--- src/rtl/delimiter_pair_deframer_assert.svh ---
// assertion macros shared by the deframer rtl
// expects clk_i and rst_ni in the scope of each use
`ifndef DELIMITER_PAIR_DEFRAMER_ASSERT_SVH
`define DELIMITER_PAIR_DEFRAMER_ASSERT_SVH

// same-cycle implication, disabled during reset
`define DFR_ASSERT_IMP(lbl, ante, cons, msg) \
  lbl: assert property (@(posedge clk_i) disable iff (!rst_ni) (ante) |-> (cons)) \
    else $error(msg);

// next-cycle implication, disabled during reset
`define DFR_ASSERT_NEXT(lbl, ante, cons, msg) \
  lbl: assert property (@(posedge clk_i) disable iff (!rst_ni) (ante) |=> (cons)) \
    else $error(msg);

`endif

--- src/rtl/dfr_pkg.sv ---
// shared types, constants and helper functions of the delimiter pair deframer
// no dependencies
`timescale 1ns / 1ps

package dfr_pkg;

  localparam int DELIM_MAX  = 8;
  localparam int BYTE_W     = 8;
  localparam int PAT_W      = 64;
  localparam int LEN_W      = 4;
  localparam int MAXLEN_W   = 16;
  localparam int FILL_W     = $clog2(DELIM_MAX + 1);
  localparam int IDX_W      = (DELIM_MAX > 1) ? $clog2(DELIM_MAX) : 1;
  localparam int FIFO_DEPTH = 4;
  localparam int PTR_W      = $clog2(FIFO_DEPTH);
  localparam int ADDR_W     = 6;
  localparam int CFG_DATA_W = 64;

  localparam logic [LEN_W-1:0]    BEGIN_LEN_RST = LEN_W'(1);
  localparam logic [LEN_W-1:0]    END_LEN_RST   = LEN_W'(1);
  localparam logic [MAXLEN_W-1:0] MAX_LEN_RST   = MAXLEN_W'(2048);

  typedef enum logic [ADDR_W-1:0] {
    ADDR_BEGIN_PAT = 6'h00,
    ADDR_BEGIN_LEN = 6'h08,
    ADDR_END_PAT   = 6'h10,
    ADDR_END_LEN   = 6'h18,
    ADDR_MAX_LEN   = 6'h20
  } reg_addr_e;

  typedef enum logic [1:0] {
    KIND_BEGIN,
    KIND_BYTE,
    KIND_END,
    KIND_ABORT
  } kind_e;

  typedef logic [DELIM_MAX-1:0][BYTE_W-1:0] win_t;

  typedef struct packed {
    logic [PAT_W-1:0]    begin_pattern;
    logic [LEN_W-1:0]    begin_length;
    logic [PAT_W-1:0]    end_pattern;
    logic [LEN_W-1:0]    end_length;
    logic [MAXLEN_W-1:0] max_frame_length;
  } cfg_t;

  // one queue entry: element 0 of bytes is the newest byte
  typedef struct packed {
    kind_e            kind;
    win_t             bytes;
    logic [IDX_W-1:0] top;
  } cmd_t;

  function automatic logic [FILL_W-1:0] clamp_len(input logic [LEN_W-1:0] len);
    logic [FILL_W-1:0] res;
    if (len == '0) begin
      res = FILL_W'(1);
    end else if (int'(len) > DELIM_MAX) begin
      res = FILL_W'(DELIM_MAX);
    end else begin
      res = FILL_W'(len);
    end
    return res;
  endfunction

  function automatic logic win_match(input win_t win, input logic [FILL_W-1:0] fill,
                                     input logic [PAT_W-1:0] pattern,
                                     input logic [FILL_W-1:0] len);
    logic hit;
    hit = (fill >= len);
    for (int i = 0; i < DELIM_MAX; i++) begin
      if ((FILL_W'(i) < len) && (win[i] != pattern[BYTE_W*i +: BYTE_W])) begin
        hit = 1'b0;
      end
    end
    return hit;
  endfunction

endpackage

--- src/rtl/delimiter_pair_deframer.sv ---
// results pass the command queue and then the output register; throughput: one
// input byte per cycle; a begin match gives begin_length results (clamped to
// 1..8), one per cycle from the back end while m_tready is high, and input
// stalls once the 4-entry queue fills; reset: asynchronous active low;
// registers to defaults, hunting, window empty, queue and output register empty
`timescale 1ns / 1ps

module delimiter_pair_deframer import dfr_pkg::*; (
  input  logic                  clk_i,
  input  logic                  rst_ni,
  input  logic                  s_tvalid,
  output logic                  s_tready,
  input  logic [BYTE_W-1:0]     s_tdata,   // data_byte
  output logic                  m_tvalid,
  input  logic                  m_tready,
  output logic [BYTE_W-1:0]     m_tdata,   // out_byte
  output logic [2:0]            m_tuser,   // frame_start, frame_end, frame_abort
  output logic                  m_tlast,   // run_last
  input  logic                  psel,
  input  logic                  penable,
  input  logic                  pwrite,
  input  logic [ADDR_W-1:0]     paddr,
  input  logic [CFG_DATA_W-1:0] pwdata,
  output logic [CFG_DATA_W-1:0] prdata,
  output logic                  pready
);

  cfg_t cfg;
  logic push, full, pop, empty;
  cmd_t cmd_in, cmd_head;

  assign pready = 1'b1;

  dfr_regs u_regs (
    .clk_i   (clk_i),
    .rst_ni  (rst_ni),
    .psel    (psel),
    .penable (penable),
    .pwrite  (pwrite),
    .paddr   (paddr),
    .pwdata  (pwdata),
    .prdata  (prdata),
    .cfg_o   (cfg)
  );

  dfr_front u_front (
    .clk_i     (clk_i),
    .rst_ni    (rst_ni),
    .cfg_i     (cfg),
    .s_valid_i (s_tvalid),
    .s_data_i  (s_tdata),
    .s_ready_o (s_tready),
    .full_i    (full),
    .push_o    (push),
    .cmd_o     (cmd_in)
  );

  dfr_fifo u_fifo (
    .clk_i   (clk_i),
    .rst_ni  (rst_ni),
    .push_i  (push),
    .cmd_i   (cmd_in),
    .full_o  (full),
    .pop_i   (pop),
    .empty_o (empty),
    .cmd_o   (cmd_head)
  );

  dfr_back u_back (
    .clk_i     (clk_i),
    .rst_ni    (rst_ni),
    .cmd_i     (cmd_head),
    .empty_i   (empty),
    .pop_o     (pop),
    .m_valid_o (m_tvalid),
    .m_ready_i (m_tready),
    .m_data_o  (m_tdata),
    .m_user_o  (m_tuser),
    .m_last_o  (m_tlast)
  );

endmodule

--- src/rtl/dfr_regs.sv ---
// configuration registers behind the apb-style port
// depends on dfr_pkg
`timescale 1ns / 1ps

module dfr_regs import dfr_pkg::*; (
  input  logic                  clk_i,
  input  logic                  rst_ni,
  input  logic                  psel,
  input  logic                  penable,
  input  logic                  pwrite,
  input  logic [ADDR_W-1:0]     paddr,
  input  logic [CFG_DATA_W-1:0] pwdata,
  output logic [CFG_DATA_W-1:0] prdata,
  output cfg_t                  cfg_o
);

  cfg_t cfg_q, cfg_d;
  logic wr_en;

  assign wr_en = psel && penable && pwrite;

  always_comb begin
    cfg_d = cfg_q;
    if (wr_en) begin
      unique case (paddr)
        ADDR_BEGIN_PAT: cfg_d.begin_pattern    = pwdata;
        ADDR_BEGIN_LEN: cfg_d.begin_length     = pwdata[LEN_W-1:0];
        ADDR_END_PAT:   cfg_d.end_pattern      = pwdata;
        ADDR_END_LEN:   cfg_d.end_length       = pwdata[LEN_W-1:0];
        ADDR_MAX_LEN:   cfg_d.max_frame_length = pwdata[MAXLEN_W-1:0];
        default:        cfg_d = cfg_q;
      endcase
    end
  end

  always_comb begin
    unique case (paddr)
      ADDR_BEGIN_PAT: prdata = cfg_q.begin_pattern;
      ADDR_BEGIN_LEN: prdata = CFG_DATA_W'(cfg_q.begin_length);
      ADDR_END_PAT:   prdata = cfg_q.end_pattern;
      ADDR_END_LEN:   prdata = CFG_DATA_W'(cfg_q.end_length);
      ADDR_MAX_LEN:   prdata = CFG_DATA_W'(cfg_q.max_frame_length);
      default:        prdata = '0;
    endcase
  end

  always_ff @(posedge clk_i or negedge rst_ni) begin
    if (!rst_ni) begin
      cfg_q.begin_pattern    <= '0;
      cfg_q.begin_length     <= BEGIN_LEN_RST;
      cfg_q.end_pattern      <= '0;
      cfg_q.end_length       <= END_LEN_RST;
      cfg_q.max_frame_length <= MAX_LEN_RST;
    end else begin
      cfg_q <= cfg_d;
    end
  end

  assign cfg_o = cfg_q;

endmodule

--- src/rtl/dfr_front.sv ---
// front end: takes input bytes, tracks the delimiter window and frame length,
// and queues one command per byte that yields results; depends on dfr_pkg
`timescale 1ns / 1ps

module dfr_front import dfr_pkg::*; (
  input  logic              clk_i,
  input  logic              rst_ni,
  input  cfg_t              cfg_i,
  input  logic              s_valid_i,
  input  logic [BYTE_W-1:0] s_data_i,
  output logic              s_ready_o,
  input  logic              full_i,
  output logic              push_o,
  output cmd_t              cmd_o
);

  logic                collecting_q, collecting_d;
  win_t                win_q, win_d, win_shift;
  logic [FILL_W-1:0]   fill_q, fill_d, fill_inc;
  logic [MAXLEN_W-1:0] count_q, count_d;
  logic [FILL_W-1:0]   bl, el;
  logic                begin_hit, end_hit, acc;

  assign s_ready_o = !full_i;
  assign acc       = s_valid_i && !full_i;

  always_comb begin
    win_shift[0] = s_data_i;
    for (int i = 1; i < DELIM_MAX; i++) begin
      win_shift[i] = win_q[i-1];
    end
  end

  assign fill_inc  = (fill_q == FILL_W'(DELIM_MAX)) ? fill_q : fill_q + 1'b1;
  assign bl        = clamp_len(cfg_i.begin_length);
  assign el        = clamp_len(cfg_i.end_length);
  assign begin_hit = win_match(win_shift, fill_inc, cfg_i.begin_pattern, bl);
  assign end_hit   = win_match(win_shift, fill_inc, cfg_i.end_pattern, el);

  always_comb begin
    collecting_d = collecting_q;
    win_d        = win_q;
    fill_d       = fill_q;
    count_d      = count_q;
    push_o       = 1'b0;
    cmd_o.kind   = KIND_BYTE;
    cmd_o.bytes  = win_shift;
    cmd_o.top    = '0;
    if (acc) begin
      win_d  = win_shift;
      fill_d = fill_inc;
      if (!collecting_q) begin
        if (begin_hit) begin
          push_o       = 1'b1;
          cmd_o.kind   = KIND_BEGIN;
          cmd_o.top    = IDX_W'(bl - 1'b1);
          collecting_d = 1'b1;
          count_d      = MAXLEN_W'(bl);
          win_d        = '0;
          fill_d       = '0;
        end
      end else if (end_hit) begin
        // end delimiter wins over the length limit
        push_o       = 1'b1;
        cmd_o.kind   = KIND_END;
        collecting_d = 1'b0;
        count_d      = '0;
        win_d        = '0;
        fill_d       = '0;
      end else if (count_q >= cfg_i.max_frame_length) begin
        push_o       = 1'b1;
        cmd_o.kind   = KIND_ABORT;
        collecting_d = 1'b0;
        count_d      = '0;
        win_d        = '0;
        fill_d       = '0;
      end else begin
        push_o  = 1'b1;
        count_d = count_q + 1'b1;
      end
    end
  end

  always_ff @(posedge clk_i or negedge rst_ni) begin
    if (!rst_ni) begin
      collecting_q <= 1'b0;
      win_q        <= '0;
      fill_q       <= '0;
      count_q      <= '0;
    end else begin
      collecting_q <= collecting_d;
      win_q        <= win_d;
      fill_q       <= fill_d;
      count_q      <= count_d;
    end
  end

endmodule

--- src/rtl/dfr_fifo.sv ---
// short command queue between front and back end
// depends on dfr_pkg and the assertion macro header
`timescale 1ns / 1ps
`include "delimiter_pair_deframer_assert.svh"

module dfr_fifo import dfr_pkg::*; (
  input  logic clk_i,
  input  logic rst_ni,
  input  logic push_i,
  input  cmd_t cmd_i,
  output logic full_o,
  input  logic pop_i,
  output logic empty_o,
  output cmd_t cmd_o
);

  cmd_t             mem_q [FIFO_DEPTH];
  logic [PTR_W-1:0] wr_ptr_q, rd_ptr_q;
  logic [PTR_W:0]   cnt_q, cnt_d;

  assign full_o  = (cnt_q == (PTR_W+1)'(FIFO_DEPTH));
  assign empty_o = (cnt_q == '0);
  assign cmd_o   = mem_q[rd_ptr_q];

  always_comb begin
    cnt_d = cnt_q;
    if (push_i && !pop_i) begin
      cnt_d = cnt_q + 1'b1;
    end else if (pop_i && !push_i) begin
      cnt_d = cnt_q - 1'b1;
    end
  end

  always_ff @(posedge clk_i) begin
    if (push_i) begin
      mem_q[wr_ptr_q] <= cmd_i;
    end
  end

  always_ff @(posedge clk_i or negedge rst_ni) begin
    if (!rst_ni) begin
      wr_ptr_q <= '0;
      rd_ptr_q <= '0;
      cnt_q    <= '0;
    end else begin
      if (push_i) wr_ptr_q <= wr_ptr_q + 1'b1;
      if (pop_i)  rd_ptr_q <= rd_ptr_q + 1'b1;
      cnt_q <= cnt_d;
    end
  end

  `DFR_ASSERT_IMP(a_no_overflow, push_i, !full_o, "command pushed into a full queue")
  `DFR_ASSERT_IMP(a_no_underflow, pop_i, !empty_o, "command popped from an empty queue")
  `DFR_ASSERT_NEXT(a_cnt_up, push_i && !pop_i, cnt_q == $past(cnt_q) + 1'b1, "queue count lost a push")

endmodule

--- src/rtl/dfr_back.sv ---
// back end: expands queued commands into result transfers through an output register
// depends on dfr_pkg and the assertion macro header
`timescale 1ns / 1ps
`include "delimiter_pair_deframer_assert.svh"

module dfr_back import dfr_pkg::*; (
  input  logic              clk_i,
  input  logic              rst_ni,
  input  cmd_t              cmd_i,
  input  logic              empty_i,
  output logic              pop_o,
  output logic              m_valid_o,
  input  logic              m_ready_i,
  output logic [BYTE_W-1:0] m_data_o,
  output logic [2:0]        m_user_o,
  output logic              m_last_o
);

  logic [IDX_W-1:0]  pos_q, pos_d;
  logic [IDX_W-1:0]  idx;
  logic              load, last;
  logic              valid_q, valid_d;
  logic [BYTE_W-1:0] data_q, data_d;
  logic [2:0]        user_q, user_d;
  logic              last_q;

  assign load = !empty_i && (!valid_q || m_ready_i);
  // begin bursts go oldest byte first
  assign idx  = cmd_i.top - pos_q;
  assign last = (pos_q == cmd_i.top);
  assign pop_o = load && last;

  always_comb begin
    pos_d   = pos_q;
    valid_d = valid_q && !m_ready_i;
    if (load) begin
      valid_d = 1'b1;
      pos_d   = last ? '0 : pos_q + 1'b1;
    end
    data_d    = (cmd_i.kind == KIND_ABORT) ? '0 : cmd_i.bytes[idx];
    user_d[0] = (cmd_i.kind == KIND_BEGIN) && (pos_q == '0);
    user_d[1] = (cmd_i.kind == KIND_END);
    user_d[2] = (cmd_i.kind == KIND_ABORT);
  end

  always_ff @(posedge clk_i or negedge rst_ni) begin
    if (!rst_ni) begin
      valid_q <= 1'b0;
      pos_q   <= '0;
    end else begin
      valid_q <= valid_d;
      pos_q   <= pos_d;
    end
  end

  always_ff @(posedge clk_i) begin
    if (load) begin
      data_q <= data_d;
      user_q <= user_d;
      last_q <= last;
    end
  end

  assign m_valid_o = valid_q;
  assign m_data_o  = data_q;
  assign m_user_o  = user_q;
  assign m_last_o  = last_q;

  `DFR_ASSERT_IMP(a_abort_zero, m_valid_o && m_user_o[2], m_data_o == '0 && m_last_o, "abort result not zero or not last")
  `DFR_ASSERT_IMP(a_end_last, m_valid_o && m_user_o[1], m_last_o && !m_user_o[0], "end result not last or marked start")
  `DFR_ASSERT_IMP(a_pos_in_burst, !empty_i, pos_q <= cmd_i.top, "burst position beyond command length")

endmodule
--- config.mk ---
export PLATFORM = sky130hd
export DESIGN_NAME = delimiter_pair_deframer
export DESIGN_NICKNAME = d
export VERILOG_FILES = /design/src/rtl/dfr_pkg.sv /design/src/rtl/delimiter_pair_deframer.sv /design/src/rtl/dfr_regs.sv /design/src/rtl/dfr_front.sv /design/src/rtl/dfr_fifo.sv /design/src/rtl/dfr_back.sv
export VERILOG_INCLUDE_DIRS = /design/src /design/src/rtl
export SDC_FILE = /design/constraint.sdc
export NUM_CORES = 1
export LEC_CHECK = 0
export BUFFER_PORTS_ARGS = -buffer_cell sky130_fd_sc_hd__buf_2
export CAP_MARGIN = 25
export CORE_ASPECT_RATIO = 2
export CORE_UTILIZATION = 65
export DETAILED_ROUTE_END_ITERATION = 10
export PLACE_DENSITY = 0.85
export SYNTH_ARGS = -nofsm -noshare
export SYNTH_HDL_FRONTEND = slang
export SYNTH_SLANG_ARGS = --single-unit
--- constraint.sdc ---
create_clock -name clk_i -period 10.91 [get_ports clk_i]
set_clock_uncertainty 0.1 [all_clocks]
set_input_delay 1.091 -clock clk_i [delete_from_list [all_inputs] [get_ports clk_i]]
set_output_delay 1.091 -clock clk_i [all_outputs]
set_load 0.01 [all_outputs]
==> metrics.txt <==
run status complete, no violations; Main synth FF type edfxtp_1; FILL cells 2101; Distinct cells, synth 60; area delta synth->final 11.6%; fraction of layout cells with a size suffix above 1 27.4%; slowest stage delay, CP 0.62 ns; RSZ-0062 raised after global routing false; WP data required 9.72 ns; largest cells by area after synthesis edfxtp_1 37%, dfrtp_1 25%, mux4_2 8.1%; CTS tree yes; PwrDens 269 nW/um2; Remaining Overflow, GRT 0; Leak 10.5 nW; Hold Path Class reg -> reg; final WL 60900 um; post-cts resize count 0; f_max 211 MHz; Clock Tree Buf Depth 3; Post-CTS Setup Bufs 0; total of max-cap violations 0; multi-input logic area 8410 um2; RR Endpoint u_fifo.mem_q[3][59]; clock root buffer clkbuf_16; initial antenna violation count 3; combinational share of power 31.8%; Residual DRC 0; std cell rows 98; syn nets 1750; GRT Util Overall 34.5%; latest clock arrival within the worst-skew pair 0.57 ns; Die ar. 37000 um2; grt met3 use 4.76%; clock power share 22.9%; CP arrival 3.54 ns; CTS Buf Count 44; Slew Limit Fails 0; Synth Cell Area 23500 um2; Seq pwr share 45.3%; clock edge transition at the registers on the reported setup and hold paths 0.07 ns; FF/Latch Area 14700 um2; Final nets 1900; M1 GR Usage 39.7%; top cell type's share of synthesized area 36.8%; commonest non-fill, non-tap cell in the layout edfxtp_1; largest net degree at the start of global routing 98; most frequent cells in the layout 288 x edfxtp_1, 235 x dfrtp_1, 161 x buf_2; Synth Instances 1625; critical-path cell list buf_2 -> nor3_1 -> nand2b_1 -> nor3_4 -> buf_4 -> a22oi_1 -> nand3_1 -> buf_2; DRT iter0 DRCs 1518; switching part of the total 35.1%; area of the core 35700 um2; cell taking the most area after synthesis edfxtp_1; Vias/cell 6.64; Critical Setup Path Class in -> out; # setup viols final 0; Seq/Total Area, Yosys 62.4%; clock net sink count 528; # IOs 164; flop2flop setup slack 6.51 ns; post-synthesis average cell area 14.5 um2; die width 136 um; Hold Fails Final Rpt 0; Vias 15000; # hold bufs at CTS 0; Antenna Nets Post-Route 0; worst r2r src u_front.cmd_o[60]; crit path from paddr[2]; Ys Warns 0; Die Y 271 um; Rel. slew slack 29.6%; CP Launch Type primary input; Max FO, Critical Path 43; gpl congestion 0.990; Crit. End Element output port; worst setup path end prdata[0]; Final min period 4.73 ns; wire per inst 26.9 um; first-pass GRT wire length 92400 um; cell mode on critical path buf_2; Final period util 43.4%; Pint 4.58 mW; peak supply drop 0.000278 V; Initial Utilization 65.9%; ys async rst share 45.5%; Tightest Pin Transition 1.06 ns; H-Tree Depth 2; Post-DP HPWL 40600 um; sw power 2.48 mW; number of synthesized flops with an enable pin 288; post-route setup TNS 0 ns; R2R cell count 9; CP max stage cell nor3_4; synthesized flop and latch total 528; met2 Resource Use GR 58.9%; grt peak-use layer met2; Buffers on Ports 162; Pre-antenna DRT Iters 6; Pwr Total 7.06 mW; vias in the first global route 15700
## synth_stat cells (5+ instances only)
library cell / number
nor2b_1: 5
clkbuf_1: 53
o21ai_0: 50
nor3_1: 5
nand2b_1: 13
a21oi_1: 79
ha_1: 38
buf_2: 21
nor2_1: 71
mux2_2: 139
xnor2_1: 135
nand4_1: 36
a22o_1: 48
edfxtp_1: 288
mux4_2: 85
nand2_1: 160
and3_1: 11
a22oi_1: 8
mux2i_1: 22
nand3_1: 12
inv_1: 35
and2_1: 8
o211ai_1: 6
dfrtp_1: 237
a21o_1: 5
## flip-flops by register name (all words and copies together) (netlist names)
name                  flops
u_back.pos_q              3
u_front.cmd_o            56
u_front.collecting_q      1
u_front.fill_q            4
u_back.m_last_o           1
u_fifo.wr_ptr_q           2
u_back.m_data_o           8
u_regs.cfg_o            152
u_fifo.mem_q            276
u_fifo.cnt_q              3
u_back.m_valid_o          1
u_fifo.rd_ptr_q           2
u_back.m_user_o           3
u_front.count_q          16
## cell type report
cell class              count  area share (%)
diodes                      2          0.0191
inverters                  35           0.501
clock inverters            23           0.930
clock buffers              55            4.63
multi-input cells         982            32.0
repair buffers            184            3.86
well taps                 450            2.15
flip-flops and latches    528            55.9
## cell families after synthesis
| logic type | Yosys count | share of synthesized area [%] |
|---|---|---|
| AO/OA/AOI/OAI | 221 | 6.03 |
| buffers and inverters | 115 | 2.03 |
| adder cells (fa/ha/maj) | 40 | 2.19 |
| other | 1 | 0.0160 |
| XOR/XNOR | 139 | 5.21 |
| AND/OR/NAND/NOR | 335 | 6.41 |
| multiplexers | 246 | 15.7 |
| flip-flops | 528 | 62.4 |
## worst min path at each step
stage,from,endpoint,slack (ns),depth (start not counted)
global route,u_fifo.cnt_q[2],u_fifo.cnt_q[2],0.43,1
finish,u_back.m_valid_o,u_back.m_valid_o,0.41,2
global placement,u_back.m_valid_o,u_back.m_valid_o,0.37,2
CTS,u_back.m_valid_o,u_back.m_valid_o,0.40,2
detailed placement,u_back.m_valid_o,u_back.m_valid_o,0.38,2
floorplan,u_fifo.cnt_q[2],u_fifo.cnt_q[2],0.36,1
## through the flow
stage / cell area, um2 / worst slack, ns / util [%] / cells / hold WS (ns)
final: 26200 / 6.18 / 73.5 / 2259 / 0.409
after global routing: 26200 / 5.99 / 73.5 / 2259 / 0.427
after CTS: 26200 / 6.20 / 73.4 / 2255 / 0.400
after detailed placement: 24700 / 6.21 / 69.3 / 2177 / 0.385
after global placement: 24700 / 6.35 / 69.3 / 2177 / 0.370
after floorplan: 23500 / 6.53 / - / 1625 / 0.364
## critical path: cells and delay by family
| kind | cells | cell delay (ns) |
|---|---|---|
| and+or+nand+nor | 4 | 1.49 |
| buffers and inverters | 3 | 0.75 |
| AOI/OAI and AO/OA | 1 | 0.17 |
## power by group through the flow
stage | clock (mW) | combinational [mW] | sequential [mW]
floorplan | 0 | 1.57 | 2.99
global placement | 0 | 2.12 | 3.16
detailed placement | 0 | 2.20 | 3.21
CTS | 1.63 | 2.24 | 3.18
global route | 1.69 | 2.40 | 3.23
finish | 1.62 | 2.24 | 3.20
## layer usage
| metal | part of all wire, % | vias to the layer above |
|---|---|---|
| met4 | 7.9 | 2 |
| met2 | 52 | 853 |
| met5 | 0.023 | - |
| met3 | 6.0 | 262 |
| li1 | - | 6327 |
| met1 | 34 | 7547 |
Power figures use the tool's default switching activity.
